### config.mk
export PLATFORM = sky130hd
export DESIGN_NAME = miller_rabin_round
export DESIGN_NICKNAME = d
export VERILOG_FILES = /design/src/mr_pkg.sv /design/src/mr_datapath.sv /design/src/mr_ctrl.sv /design/src/miller_rabin_round.sv
export SDC_FILE = /design/constraint.sdc
export NUM_CORES = 2
export LEC_CHECK = 0
export ABC_CLOCK_PERIOD_IN_PS = 12200
export BUFFER_PORTS_ARGS = -buffer_cell sky130_fd_sc_hd__buf_2
export CAP_MARGIN = 40
export CORE_MARGIN = 8
export CORE_UTILIZATION = 35
export CTS_BUF_LIST = sky130_fd_sc_hd__clkbuf_16
export DETAILED_ROUTE_END_ITERATION = 6
export REMOVE_ABC_BUFFERS = 1
export SYNTH_ARGS = -nofsm -noshare
export SYNTH_HDL_FRONTEND = slang
export SYNTH_SLANG_ARGS = --single-unit
### constraint.sdc
create_clock -name clk -period 12.2 [get_ports clk]
set_clock_uncertainty 0.15 [all_clocks]
set_input_delay 3.05 -clock clk [delete_from_list [all_inputs] [get_ports clk]]
set_output_delay 3.05 -clock clk [all_outputs]
set_load 0.02 [all_outputs]
### src/mr_pkg.sv
// ----------------------------------------------------------------------------
// mr_pkg: shared types and constants for the Miller-Rabin round block
// Operand width and the command/status structs between controller and datapath.
// ----------------------------------------------------------------------------
package mr_pkg;

  localparam int unsigned WIDTH = 64;
  localparam int unsigned CNT_W = $clog2(WIDTH + 1);

  typedef logic [WIDTH-1:0] word_t;
  typedef logic [CNT_W-1:0] cnt_t;

  // datapath operations
  typedef enum logic [3:0] {
    OP_NONE,
    OP_LOAD,      // capture n and w, start w mod n
    OP_RED_STEP,  // one restoring step of w mod n
    OP_DECOMP,    // shift r right by one, count s
    OP_MUL_INIT,  // set up p = x*y mod n: x,y chosen by mul_sel
    OP_MUL_STEP,  // one shift-and-add step of the modular multiply
    OP_MUL_ACC,   // write product to acc
    OP_MUL_BASE,  // write product to base, shift exponent right
    OP_MUL_X,     // write product to x
    OP_SET_X      // x <= acc
  } op_t;

  typedef enum logic [1:0] {
    SEL_ACC_BASE,
    SEL_BASE_BASE,
    SEL_X_X
  } mul_sel_t;

  typedef struct packed {
    op_t      op;
    mul_sel_t sel;
  } mr_cmd_t;

  typedef struct packed {
    logic n_is_two;
    logic n_trivial_fail;
    logic a_trivial;
    logic red_done;
    logic r_odd;
    logic e_zero;
    logic e_lsb;
    logic mul_done;
    logic x_is_one;
    logic x_is_nm1;
    logic s_more;      // another squaring step is still allowed
  } mr_sts_t;

endpackage

### src/mr_datapath.sv
// ----------------------------------------------------------------------------
// mr_datapath: operand registers and shared modular arithmetic
// One restoring reduction step, one shift-and-add multiply step per cycle.
// ----------------------------------------------------------------------------
module mr_datapath import mr_pkg::*; (
  input  logic    clk,
  input  logic    rst_n,
  input  word_t   in_candidate,
  input  word_t   in_witness,
  input  mr_cmd_t cmd,
  output mr_sts_t sts
);

  word_t n_r, nm1_r, a_r, e_r, acc_r, base_r, x_r;
  word_t mx_r, my_r, mp_r;
  // reduction: remainder one bit wider than n
  logic [WIDTH:0] rem_r;
  word_t          wq_r;
  cnt_t           rcnt_r, s_r, j_r;

  logic [WIDTH:0] rem_sh;
  logic [WIDTH:0] dbl, sum;
  word_t          dbl_m, sum_m, mx_sel, my_sel, prod;

  always_comb begin
    rem_sh = {rem_r[WIDTH-1:0], wq_r[WIDTH-1]};
    // modular doubling of mx and modular add into mp
    dbl    = {1'b0, mx_r} + {1'b0, mx_r};
    dbl_m  = (dbl >= {1'b0, n_r}) ? WIDTH'(dbl - {1'b0, n_r}) : dbl[WIDTH-1:0];
    sum    = {1'b0, mp_r} + {1'b0, mx_r};
    sum_m  = (sum >= {1'b0, n_r}) ? WIDTH'(sum - {1'b0, n_r}) : sum[WIDTH-1:0];
    case (cmd.sel)
      SEL_ACC_BASE:  begin mx_sel = base_r; my_sel = acc_r;  end
      SEL_BASE_BASE: begin mx_sel = base_r; my_sel = base_r; end
      SEL_X_X:       begin mx_sel = x_r;    my_sel = x_r;    end
      default:       begin mx_sel = x_r;    my_sel = x_r;    end
    endcase
    prod = mp_r;
  end

  always_ff @(posedge clk) begin
    if (!rst_n) begin
      j_r <= cnt_t'(1);
    end else begin
      case (cmd.op)
        OP_LOAD: begin
          n_r    <= in_candidate;
          nm1_r  <= in_candidate - WIDTH'(1);
          e_r    <= in_candidate - WIDTH'(1);
          wq_r   <= in_witness;
          rem_r  <= '0;
          rcnt_r <= '0;
          s_r    <= '0;
          acc_r  <= WIDTH'(1);
        end
        OP_RED_STEP: begin
          if (rem_sh >= {1'b0, n_r}) rem_r <= rem_sh - {1'b0, n_r};
          else rem_r <= rem_sh;
          wq_r   <= {wq_r[WIDTH-2:0], 1'b0};
          rcnt_r <= rcnt_r + cnt_t'(1);
          if (rcnt_r == cnt_t'(WIDTH - 1)) begin
            a_r    <= (rem_sh >= {1'b0, n_r}) ? WIDTH'(rem_sh - {1'b0, n_r})
                                              : rem_sh[WIDTH-1:0];
          end
        end
        OP_DECOMP: begin
          e_r <= {1'b0, e_r[WIDTH-1:1]};
          s_r <= s_r + cnt_t'(1);
          base_r <= a_r;
          j_r <= cnt_t'(1);
        end
        OP_MUL_INIT: begin
          mx_r <= mx_sel;
          my_r <= my_sel;
          mp_r <= '0;
        end
        OP_MUL_STEP: begin
          if (my_r[0]) mp_r <= sum_m;
          mx_r <= dbl_m;
          my_r <= {1'b0, my_r[WIDTH-1:1]};
        end
        OP_MUL_ACC:   acc_r  <= prod;
        OP_MUL_BASE: begin
          base_r <= prod;
          e_r    <= {1'b0, e_r[WIDTH-1:1]};
        end
        OP_MUL_X: begin
          x_r <= prod;
          j_r <= j_r + cnt_t'(1);
        end
        OP_SET_X:     x_r <= acc_r;
        default: ;
      endcase
    end
  end

  always_comb begin
    sts.n_is_two       = (n_r == WIDTH'(2));
    sts.n_trivial_fail = (n_r < WIDTH'(2)) || !n_r[0];
    sts.a_trivial      = (a_r == '0) || (a_r == WIDTH'(1)) || (a_r == nm1_r);
    sts.red_done       = (rcnt_r == cnt_t'(WIDTH));
    sts.r_odd          = e_r[0];
    sts.e_zero         = (e_r == '0);
    sts.e_lsb          = e_r[0];
    sts.mul_done       = (my_r == '0);
    sts.x_is_one       = (x_r == WIDTH'(1));
    sts.x_is_nm1       = (x_r == nm1_r);
    sts.s_more         = (j_r < s_r);
  end

endmodule

### src/mr_ctrl.sv
// ----------------------------------------------------------------------------
// mr_ctrl: sequencer for one Miller-Rabin round
// Steps reduction, decomposition, exponentiation and squarings; holds verdict.
// ----------------------------------------------------------------------------
module mr_ctrl import mr_pkg::*; (
  input  logic    clk,
  input  logic    rst_n,
  input  logic    in_valid,
  output logic    in_ready,
  input  logic    in_last_round,
  output logic    out_valid,
  input  logic    out_ready,
  output logic    out_probable_prime,
  output logic    out_round_passed,
  output logic    out_final_res,
  output mr_cmd_t cmd,
  input  mr_sts_t sts
);

  typedef enum logic [3:0] {
    S_IDLE, S_CHECK, S_RED, S_TRIV, S_DECOMP,
    S_EXP_TEST, S_MUL, S_SQ_TEST, S_SQ_MUL, S_DONE
  } state_t;

  // which product is in flight
  typedef enum logic [1:0] { M_ACC, M_BASE, M_X } mdst_t;

  state_t state_r;
  mdst_t  mdst_r;
  logic   last_r, composite_r, passed_r;
  logic   out_valid_r, pp_r, rp_r, fr_r;

  assign in_ready           = (state_r == S_IDLE);
  assign out_valid          = out_valid_r;
  assign out_probable_prime = pp_r;
  assign out_round_passed   = rp_r;
  assign out_final_res      = fr_r;

  always_comb begin
    cmd.op  = OP_NONE;
    cmd.sel = SEL_X_X;
    case (state_r)
      S_IDLE:   if (in_valid && in_ready) cmd.op = OP_LOAD;
      S_RED:    if (!sts.red_done) cmd.op = OP_RED_STEP;
      S_DECOMP: if (!sts.r_odd) cmd.op = OP_DECOMP;
      S_EXP_TEST: begin
        if (!sts.e_zero) begin
          cmd.op  = OP_MUL_INIT;
          cmd.sel = sts.e_lsb ? SEL_ACC_BASE : SEL_BASE_BASE;
        end else begin
          cmd.op = OP_SET_X;
        end
      end
      S_MUL: begin
        if (!sts.mul_done) cmd.op = OP_MUL_STEP;
        else case (mdst_r)
          M_ACC:   cmd.op = OP_MUL_ACC;
          M_BASE:  cmd.op = OP_MUL_BASE;
          M_X:     cmd.op = OP_MUL_X;
          default: cmd.op = OP_NONE;
        endcase
      end
      S_SQ_MUL: begin
        cmd.op  = OP_MUL_INIT;
        cmd.sel = (mdst_r == M_X) ? SEL_X_X : SEL_BASE_BASE;
      end
      default: ;
    endcase
  end

  // OP_MUL_INIT in S_EXP_TEST leaves base in place, since decomp copied a
  always_ff @(posedge clk) begin
    if (!rst_n) begin
      state_r     <= S_IDLE;
      mdst_r      <= M_ACC;
      composite_r <= 1'b0;
      out_valid_r <= 1'b0;
      last_r      <= 1'b0;
      passed_r    <= 1'b0;
    end else begin
      if (out_valid_r && out_ready && state_r != S_DONE) out_valid_r <= 1'b0;
      case (state_r)
        S_IDLE: if (in_valid && in_ready) begin
          last_r  <= in_last_round;
          state_r <= S_CHECK;
        end
        S_CHECK: begin
          if (sts.n_is_two) begin
            passed_r <= 1'b1; state_r <= S_DONE;
          end else if (sts.n_trivial_fail) begin
            passed_r <= 1'b0; state_r <= S_DONE;
          end else state_r <= S_RED;
        end
        S_RED: if (sts.red_done) state_r <= S_TRIV;
        S_TRIV: begin
          if (sts.a_trivial) begin
            passed_r <= 1'b1; state_r <= S_DONE;
          end else state_r <= S_DECOMP;
        end
        S_DECOMP: if (sts.r_odd) state_r <= S_EXP_TEST;
        S_EXP_TEST: begin
          // odd exponent bit: acc*base, then base*base straight after via S_SQ_MUL
          if (sts.e_zero) state_r <= S_SQ_TEST;
          else begin
            mdst_r  <= sts.e_lsb ? M_ACC : M_BASE;
            state_r <= S_MUL;
          end
        end
        S_MUL: if (sts.mul_done) begin
          case (mdst_r)
            M_ACC: begin
              mdst_r  <= M_BASE;
              state_r <= S_SQ_MUL;
            end
            M_BASE:  state_r <= S_EXP_TEST;
            M_X:     state_r <= S_SQ_TEST;
            default: state_r <= S_SQ_TEST;
          endcase
        end
        S_SQ_MUL: begin
          state_r <= S_MUL;
        end
        S_SQ_TEST: begin
          if (sts.x_is_nm1 || (sts.x_is_one && mdst_r != M_X)) begin
            passed_r <= 1'b1; state_r <= S_DONE;
          end else if (sts.s_more) begin
            mdst_r  <= M_X;
            state_r <= S_SQ_MUL;
          end else begin
            passed_r <= 1'b0; state_r <= S_DONE;
          end
        end
        S_DONE: begin
          // hold the verdict until the output register is free
          if (!out_valid_r || out_ready) begin
            pp_r        <= passed_r && !composite_r;
            rp_r        <= passed_r;
            fr_r        <= last_r;
            out_valid_r <= 1'b1;
            composite_r <= last_r ? 1'b0 : (composite_r || !passed_r);
            state_r     <= S_IDLE;
          end
        end
        default: state_r <= S_IDLE;
      endcase
    end
  end

endmodule

### src/miller_rabin_round.sv
// ----------------------------------------------------------------------------
// miller_rabin_round: one Miller-Rabin round per item
// Controller plus shared bit-serial modular multiply datapath.
// ----------------------------------------------------------------------------
// channel | ports                                        | direction
// in      | in_valid/in_ready, candidate, witness, last  | into block
// out     | out_valid/out_ready, probable_prime, passed,  | out of block
//         | final_res                                    |
// An item runs the restoring reduction of the witness and the decomposition of
// n-1, then its modular multiplies, each stepped bit by bit in the shared
// shift-and-add multiplier datapath.
// Trivial candidates go from S_CHECK straight to S_DONE for their result.
// Reset clears the controller and the composite flag. One item is in
// flight; a finished verdict waits in the output register, and a new item
// is taken meanwhile but holds in its last state until that register frees.
// ----------------------------------------------------------------------------
module miller_rabin_round import mr_pkg::*; (
  input  logic  clk,
  input  logic  rst_n,
  input  logic  in_valid,
  output logic  in_ready,
  input  word_t in_candidate,
  input  word_t in_witness,
  input  logic  in_last_round,
  output logic  out_valid,
  input  logic  out_ready,
  output logic  out_probable_prime,
  output logic  out_round_passed,
  output logic  out_final_res
);

  mr_cmd_t cmd;
  mr_sts_t sts;

  mr_ctrl u_ctrl (
    .clk, .rst_n, .in_valid, .in_ready, .in_last_round,
    .out_valid, .out_ready, .out_probable_prime, .out_round_passed,
    .out_final_res, .cmd, .sts
  );

  mr_datapath u_dp (
    .clk, .rst_n, .in_candidate, .in_witness, .cmd, .sts
  );

endmodule

==> results.txt <==
1st-iter DRT viols - 5978
EDFF count, synth - 785
Effective utilization at floorplan - 35.1%
Cell Area, Synth - 51600 sq um
Vias in the first global route - 40437
Vias - 42837
Total power - 12.3 mW
Port bufs - 137
Fin Hold WS - 0.320 ns
Max Cap Viol - 0
Crit share post-route - 70.5%
Number of hold buffers added after CTS - 0
Slew HR - 31.5%
Worst Tran Pin Value - 1.01 ns
Crit-path max FO - 36
CTS buffer count - 98
Drt drc - 7
Hold Path Class - reg2reg
Yosys warning total - 0
I/O pins - 138
Final Slew Violations - 0
Peak supply drop - 166 uV
ANT nets after route - 0
Fmax - 116 MHz
H-tree levels - 3
CTS Buffer Depth - 3
P_leak - 22.0 nW
Final Hold Fails - 0
Routed WL - 203000 um
HPWL after DPL - 158000 um
Final nets - 5482
CTS tree - done
Die W - 400 um
Yosys reg bits - 802
Initial DRT Pass Iterations - 7
Synth Flop Type - edfxtp_1
Grt ovf - 0
Initial antenna violation count - 18
Root Driver - clkbuf_16
Synth cell types - 84
Critical Path End Type - flop
Avg WL per Cell - 28.7 um
Die area - 160000 sq um
Data required, critical path - 12.51 ns
Row count - 141
CP max-delay cell - a221oi_1
Core footprint - 147000 sq um
Violated checks - design-rule violations
Clk_lat worst skew - 0.74 ns
Worst path bufs/invs - 4
Syn Inst Count - 5005
Die Ht - 400 um
Gpl congestion - 1.05
First-pass GRT wire length - 289000 um
Status - finished, violations left
CTS sink cnt - 802
Mean Syn Cell Area - 10.3 sq um
Crit path top cell by count - o21ai_0
Largest net degree at the start of global routing - 150
Sequential share of the synthesized area - 46.3%
# setup viols final - 0
Crit-path max cell delay - 0.64 ns
Clk slew on worst S/H paths - 0.06 ns
Fin crit period - 8.60 ns
CP Launch Type - flop
Power per Cell Area - 211 nW/um^2
Post-CTS setup buffers - 0
RSZ-0062 raised after global routing - false
Crit Path Category - reg2reg
FFs w/ async S/R, synth - 0%
Share of cells above drive strength 1 - 12.9%
Family with the most delay on the worst path - compound AO/OA/AOI/OAI gates
WP data arrival - 8.91 ns
Filler Cell Count - 14456
Area growth syn-to-layout - 12.6%
Total GRT Usage - 24.6%
Post_cts resized - 0
Vias per cell - 6.04
[power breakdown]
group          switching [mW]  internal (mW)  leakage (nW)
Combinational            3.27           1.81          13.1
Sequential              0.383           3.72          7.27
Clock                    1.29           1.82          1.69
[metrics by stage]
step / std cells / TNS (ns) / instance area [sq um] / worst slack [ns] / utilization (%)
2_1_floorplan: 4759 / -20.66 / 50700 / -1.88 / -
3_3_place_gp: 6884 / 0 / 54500 / 3.69 / 37.0
3_5_place_dp: 6905 / 0 / 54700 / 4.05 / 37.2
4_1_cts: 7084 / 0 / 58100 / 3.99 / 39.5
5_1_grt: 7089 / 0 / 58100 / 3.35 / 39.5
6_report: 7093 / 0 / 58100 / 3.60 / 39.5
[layer usage]
metal  routed length [um]  GRT usage (%)  vias to the layer above
met4                11400           12.1                       14
li1                     -              -                    18919
met5                   89              0                        -
met3                20700           4.77                      411
met2                87100           37.1                     2434
met1                83900           33.6                    21059
[area by class of cell]
| class | instances | area (sq um) | share of cell area [%] |
|---|---|---|---|
| multi-input combinational | 3808 | 26400 | 45.5 |
| sequential | 802 | 23900 | 41.1 |
| clock buffer | 99 | 2480 | 4.26 |
| tap | 1930 | 2410 | 4.15 |
| timing repair buffer | 219 | 1430 | 2.46 |
| clock inverter | 80 | 878 | 1.51 |
| inverter | 149 | 567 | 0.975 |
| antenna | 6 | 15.0 | 0.0258 |
[cell usage in the layout (no fill, tap or decap), types with 146 or more instances in the layout]
cell type	count
a21o_1	162
a21oi_1	382
buf_2	146
edfxtp_1	785
ha_1	267
inv_1	161
mux2_2	229
nand2_1	535
nor2_1	330
o21ai_0	212
xnor2_1	186
xor2_1	248
[kinds of logic after synthesis]
family | after synthesis | share of synthesized area, %
xor+xnor | 434 | 7.36
flops | 802 | 46.3
simple gates | 1588 | 15.0
mux | 335 | 7.07
buf+inv | 395 | 2.88
compound gates | 1180 | 14.7
fa+ha+maj | 271 | 6.62
[final timing paths]
check,from,endpoint,slack [ns],depth (start not counted)
worst max-delay path,u_dp.mp_r[24],u_dp.mp_r[56],3.60,27
worst max register to register,u_dp.mp_r[24],u_dp.mp_r[56],3.60,27
worst min-delay path,u_ctrl.last_r,u_ctrl.out_final_res,0.32,0
worst min register to register,u_ctrl.last_r,u_ctrl.out_final_res,0.32,0
[synth_stat cells (14+ instances only)]
cell type	count	area, sq um
nor3_1	59	295
a31oi_1	48	300
xnor2_1	186	1630
a21o_1	163	1220
or3_1	15	93.8
nand2b_1	48	300
nand2_1	538	2020
o211ai_1	49	368
inv_1	148	556
o21bai_1	41	308
o21ai_0	214	1070
and3_1	45	282
nor2b_1	37	231
mux2_2	229	2580
edfxtp_1	785	23600
dfxtp_1	17	340
ha_1	267	3340
buf_1	25	93.8
xor2_1	248	2170
clkbuf_1	219	822
a221oi_1	14	123
o31ai_1	31	233
and2_1	137	857
a211oi_1	50	375
nor2_1	333	1250
o21a_1	16	120
nand3_1	78	390
nand4_1	93	582
a21oi_1	383	1920
mux2i_1	96	961
a222oi_1	56	561
nor4_1	135	845
or2_2	14	87.6
[state kept, by name, indices dropped and copies added, names as in the netlist, 2 cells and up]
| signal | flops |
|---|---|
| u_dp.base_r | 64 |
| u_dp.mp_r | 64 |
| u_dp.rcnt_r | 7 |
| u_dp.rem_r | 64 |
| u_dp.nm1_r | 64 |
| u_dp.e_r | 64 |
| u_dp.my_r | 64 |
| u_dp.mx_r | 64 |
| u_dp.wq_r | 64 |
| u_ctrl.state_r | 4 |
| u_ctrl.mdst_r | 2 |
| u_dp.x_r | 64 |
| u_dp.s_r | 7 |
| u_dp.n_r | 64 |
| u_dp.j_r | 7 |
| u_dp.a_r | 64 |
| u_dp.acc_r | 64 |
Note: power is estimated with default switching activity, not from simulation.
